## config.mk

```make
export PLATFORM = sky130hd
export DESIGN_NAME = bfsa_queue
export DESIGN_NICKNAME = d
export VERILOG_FILES = /design/src/rtl/bfsa_pkg.sv /design/src/rtl/bfsa_queue.sv
export SDC_FILE = /design/constraint.sdc
export NUM_CORES = 1
export LEC_CHECK = 0
export BUFFER_PORTS_ARGS = -buffer_cell sky130_fd_sc_hd__buf_2
export CORE_MARGIN = 1
export CORE_UTILIZATION = 57
export DETAILED_ROUTE_END_ITERATION = 12
export HOLD_SLACK_MARGIN = 0.08
export PLACE_DENSITY_LB_ADDON = 0.15
export SYNTH_ARGS = -nofsm -noshare
export SYNTH_HDL_FRONTEND = slang
export SYNTH_SLANG_ARGS = --single-unit
export TNS_END_PERCENT = 50
```

## constraint.sdc

```tcl
create_clock -name clk -period 5 [get_ports clk]
set_clock_uncertainty 0.15 [all_clocks]
set_input_delay 0.75 -clock clk [delete_from_list [all_inputs] [get_ports clk]]
set_output_delay 0.75 -clock clk [all_outputs]
set_load 0.05 [all_outputs]
```

## src/rtl/bfsa_pkg.sv

```systemverilog
package bfsa_pkg;

	localparam int ITER = 28;
	localparam int DW = 48;
	localparam int ZW = 32;
	localparam int BW = 32;
	localparam int QUEUE_DEPTH = 4;

	localparam logic signed [ZW-1:0] PI_Q28 = 32'sd843314857;
	localparam logic signed [ZW-1:0] HALF_PI_Q28 = 32'sd421657428;
	localparam logic signed [ZW-1:0] TWO_PI_Q28 = 32'sd1686629713;
	localparam logic signed [BW-1:0] INVK_Q28 = 32'sd163008219;
	localparam logic signed [17:0] INVK_Q16 = 18'sd39797;
	localparam logic signed [16:0] POLAR_MAX = 17'sd12868;
	localparam logic signed [16:0] AZ_MIN = -17'sd6434;
	localparam logic signed [16:0] AZ_MAX = 17'sd19302;

	typedef enum logic [2:0] {
		REG_BODY_X,
		REG_BODY_Y,
		REG_BODY_Z,
		REG_TILT,
		REG_NODE,
		REG_SPIN
	} reg_idx_t;

	typedef logic signed [BW-1:0] bq_t;

	typedef struct packed {
		bq_t b00, b01, b02;
		bq_t b10, b11, b12;
		bq_t b20, b21, b22;
	} basis_t;

	typedef struct packed {
		logic signed [31:0] x;
		logic signed [31:0] y;
		logic signed [31:0] z;
	} body_t;

	typedef struct packed {
		logic zero;
		logic signed [DW-1:0] xc;
		logic signed [DW-1:0] yc;
		logic signed [DW-1:0] zc;
	} item_t;

	function automatic logic [28:0] atan_q28(input logic [4:0] i);
		logic [28:0] r;
		case (i)
			5'd0: r = 29'd210828714;
			5'd1: r = 29'd124459457;
			5'd2: r = 29'd65760959;
			5'd3: r = 29'd33381290;
			5'd4: r = 29'd16755422;
			5'd5: r = 29'd8385879;
			5'd6: r = 29'd4193963;
			5'd7: r = 29'd2097109;
			5'd8: r = 29'd1048571;
			5'd9: r = 29'd524287;
			5'd10: r = 29'd262144;
			5'd11: r = 29'd131072;
			5'd12: r = 29'd65536;
			5'd13: r = 29'd32768;
			5'd14: r = 29'd16384;
			5'd15: r = 29'd8192;
			5'd16: r = 29'd4096;
			5'd17: r = 29'd2048;
			5'd18: r = 29'd1024;
			5'd19: r = 29'd512;
			5'd20: r = 29'd256;
			5'd21: r = 29'd128;
			5'd22: r = 29'd64;
			5'd23: r = 29'd32;
			5'd24: r = 29'd16;
			5'd25: r = 29'd8;
			5'd26: r = 29'd4;
			5'd27: r = 29'd2;
			default: r = 29'd0;
		endcase
		return r;
	endfunction

endpackage

```

## src/rtl/bfsa_queue.sv

```systemverilog
module bfsa_queue #(
	parameter int DEPTH = bfsa_pkg::QUEUE_DEPTH
) (
	input  logic             clk,
	input  logic             arst_n,
	input  logic             push,
	input  bfsa_pkg::item_t  push_item,
	output logic             full,
	input  logic             pop,
	output bfsa_pkg::item_t  head,
	output logic             empty
);

	localparam int PW = $clog2(DEPTH);
	localparam int CW = $clog2(DEPTH + 1);

	bfsa_pkg::item_t mem_q [DEPTH];
	logic [PW-1:0] wp_q, rp_q;
	logic [CW-1:0] cnt_q;

	assign full = (cnt_q == CW'(DEPTH));
	assign empty = (cnt_q == '0);
	assign head = mem_q[rp_q];

	always_ff @(posedge clk or negedge arst_n) begin
		if (!arst_n) begin
			wp_q <= '0;
			rp_q <= '0;
			cnt_q <= '0;
		end else begin
			if (push) begin
				wp_q <= (wp_q == PW'(DEPTH - 1)) ? '0 : wp_q + 1'b1;
			end
			if (pop) begin
				rp_q <= (rp_q == PW'(DEPTH - 1)) ? '0 : rp_q + 1'b1;
			end
			if (push && !pop) begin
				cnt_q <= cnt_q + 1'b1;
			end else if (pop && !push) begin
				cnt_q <= cnt_q - 1'b1;
			end
		end
	end

	always_ff @(posedge clk) begin
		if (push) begin
			mem_q[wp_q] <= push_item;
		end
	end

endmodule

```

==> results.md <==
* Crit path kind: reg2out
* Total Die Area at between 30,000 and 40,000 sq um
* RSZ-0062 raised after global routing: false
* Hold_buf cts at 1
* GRT Total Usage at 20.54%
* Setup Buffers After CTS at 0
* # setup viols final at 0
* Reg-to-reg critical path startpoint: wp_q[0]
* Placement Rows at 70
* Combinational share of power at between 30% and 40%
* Core Region at about 37,000 sq um
* Worst setup EP type: output pin
* Net load switching power at ~6.4 mW
* Post-synthesis sequential area ratio at 81.98%
* VDD IR max at between 400 and 500 uV
* Total CTS buffers at 57
* Largest cells by area after synthesis: edfxtp_1 81%, mux4_2 15%, buf_12 1.0%
* Period utilization at roughly three quarters
* Cell-internal power at 10.54 mW
* Mapped Area at between 20,000 and 25,000 sq um
* Vias in the first global route at about 9,800
* Largest net degree at the start of global routing at 121
* Main flop type after synthesis: edfxtp_1
* Crit-path max FO at 41
* CTS tree: yes
* Reg2Reg Depth at 4
* Worst-Margin Slew at slightly above 900 ps
* Worst path arrival time at ~2800 ps
* Reg2reg end: mem_q[0][46]
* Seq pwr share at 39.1%
* First-pass GRT wire length at slightly below 60 mm
* Post-synthesis register bit count at just under 600
* Sw frac at 37.77%
* EDFF count, synth at just under 600
* R2r setup slk at 2490 ps
* Register Area at 17,600 sq um
* HP Class: in2reg
* Area Growth Syn to Fin at 17.36%
* Initial antenna violation count at 7
* Post-Syn Nets at ~950
* # port buffers at about 300
* Clk network pwr share at between 20% and 30%
* # fillers at 2,298
* Routed WL at about 38 mm
* Vias per inst at around 5.7
* Clk buf depth at 3
* Multi-input logic area at around 3500 sq um
* Worst hold stages at 1
* Share of cells above drive strength 1 at about 46%
* Synth area leader: edfxtp_1
* Total congestion overflow at 0
* Clk Tree Root Cell: clkbuf_16
* Cells after synthesis at approximately 800
* DR vias at 9,395
* Fin util at 68.46%
* CP Launch Type: register
* Max Fclk at 271.8 MHz
* Clock latency on the worst-skew pair at ~590 ps
* Hold Fails Final Rpt at 0
* Setup ws final at between 1000 and 1500 ps
* Max-Cap Viols at 0
* Routed len/inst at roughly 23 um
* Count of cell types in the netlist at 20
* Yosys top cell area share at just over 80%
* Syn avg cell area at about 27 sq um
* Slew Viols, Final at 0
* Worst Hold End: mem_q[3][112]
* Clk slew on worst S/H paths at roughly 60 ps
* Drt pass-1 iters at 4
* Ys async rst share at 1.193%
* # DRC at 0
* Drt initial violations at 440
* Max-slew headroom at approximately 38%
* Required @ worst endpoint at around 4100 ps
* Hold wc startpoint: push_item[112]
* Die height at 196.0 um
* Hold_ws at roughly 220 ps
* Final net count at roughly 1,300
* Io pins at a little under 300
* Min cycle time layout at 3679 ps
* Initial core utilization at between 50% and 60%
* HPWL Detailed at approximately 22 mm
* PD cells at slightly below 700 nW/um^2
* PostCTS Resize Cnt at 0
* Yosys warning count at 0
* Routability-driven placement congestion ratio at ~0.72
* Outcome: completed
* Clock sinks at just under 600
* H-tree depth at 2
* Setup TNS at 0 ps
* Die width at between 150 and 200 um
* Dpl ws at approximately 1900 ps
* DRT antenna net count at 0
* Leakage at roughly 8.6 nW
sequential cells by signal, summed over array words and instances (netlist names):
register / count
wp_q: 2
mem_q: 580
rp_q: 2
cnt_q: 3
metrics by stage:
| stage | instance area [sq um] | std cells | power [mW] |
|---|---|---|---|
| detailed placement | 23380 | 1539 | 13.05 |
| finish | 25180 | 1649 | 16.93 |
| CTS | 25180 | 1646 | 17.15 |
| global placement | 23380 | 1539 | 13.02 |
| global route | 25180 | 1647 | 17.57 |
| floorplan | 21460 | 795 | 11.88 |
kinds of logic after synthesis:
logic type	synth area share (%)
buffers and inverters	1.767
DFF	81.98
and+or+nand+nor	0.2624
muxes	15.38
AOI/OAI and AO/OA	0.04665
adders and majority gates	0.4431
xor gates and xnor gates	0.1225
synth_stat cells (all sizes together), types with 2 or more instances:
cell type and number:
and2 4, buf 31, clkbuf 2, dfrtp 7, edfxtp 580, ha 6
inv 4, mux2 3, mux4 145, nand2 2, nor2 3, o21ai 2
xor2 2
worst max-delay path, stage by stage, from the launching register on:
cell and delay [ps]:
dfrtp_4 910, buf_12 370, mux4_2 590, buf_2 240
cell usage in the layout (no fill, tap or decap), types with 5 or more instances in the layout:
cell / n
edfxtp_1: 580
buf_2: 295
mux4_2: 145
clkbuf_16: 59
clkbuf_1: 19
clkinv_1: 14
buf_12: 8
ha_1: 6
clkinv_2: 6
buf_4: 6
dfrtp_1: 5
power by group through the flow:
stage / logic (mW) / clock network, mW / registers [mW]
after floorplan: 5.25 / 0 / 6.63
after global placement: 6.31 / 0 / 6.70
after detailed placement: 6.31 / 0 / 6.74
after CTS: 6.34 / 4.17 / 6.64
after global routing: 6.52 / 4.35 / 6.70
final: 6.23 / 4.07 / 6.62
worst max path at each step:
stage / slack (ps) / start / cells past startpoint / to
4_1_cts: 1200 / rp_q[0] / 3 / head[6]
3_3_place_gp: 1870 / rp_q[0] / 3 / head[52]
6_report: 1320 / rp_q[0] / 3 / head[6]
2_1_floorplan: 270 / push / 1 / mem_q[0][0]
5_1_grt: 1110 / rp_q[0] / 3 / head[6]
3_5_place_dp: 1870 / rp_q[0] / 3 / head[6]
layer usage:
layer  part of all wire, %  track usage, %  up-vias
met1                    42           28.66     4890
met5                  0.14               0        -
met4                   2.0           7.292        8
met2                    49           31.69      311
li1                      -               -     4132
met3                   7.6           5.742       54
layout make-up:
| cell class | instances | area share [%] |
|---|---|---|
| flip-flops and latches | 587 | 69.89 |
| multi-input cells | 171 | 13.89 |
| repair buffers | 310 | 6.717 |
| clock buffers | 78 | 6.146 |
| well taps | 468 | 2.325 |
| clock inverters | 28 | 0.9490 |
| inverters | 4 | 0.05962 |
| diodes | 3 | 0.02981 |
Note: power is estimated with default switching activity, not from simulation.
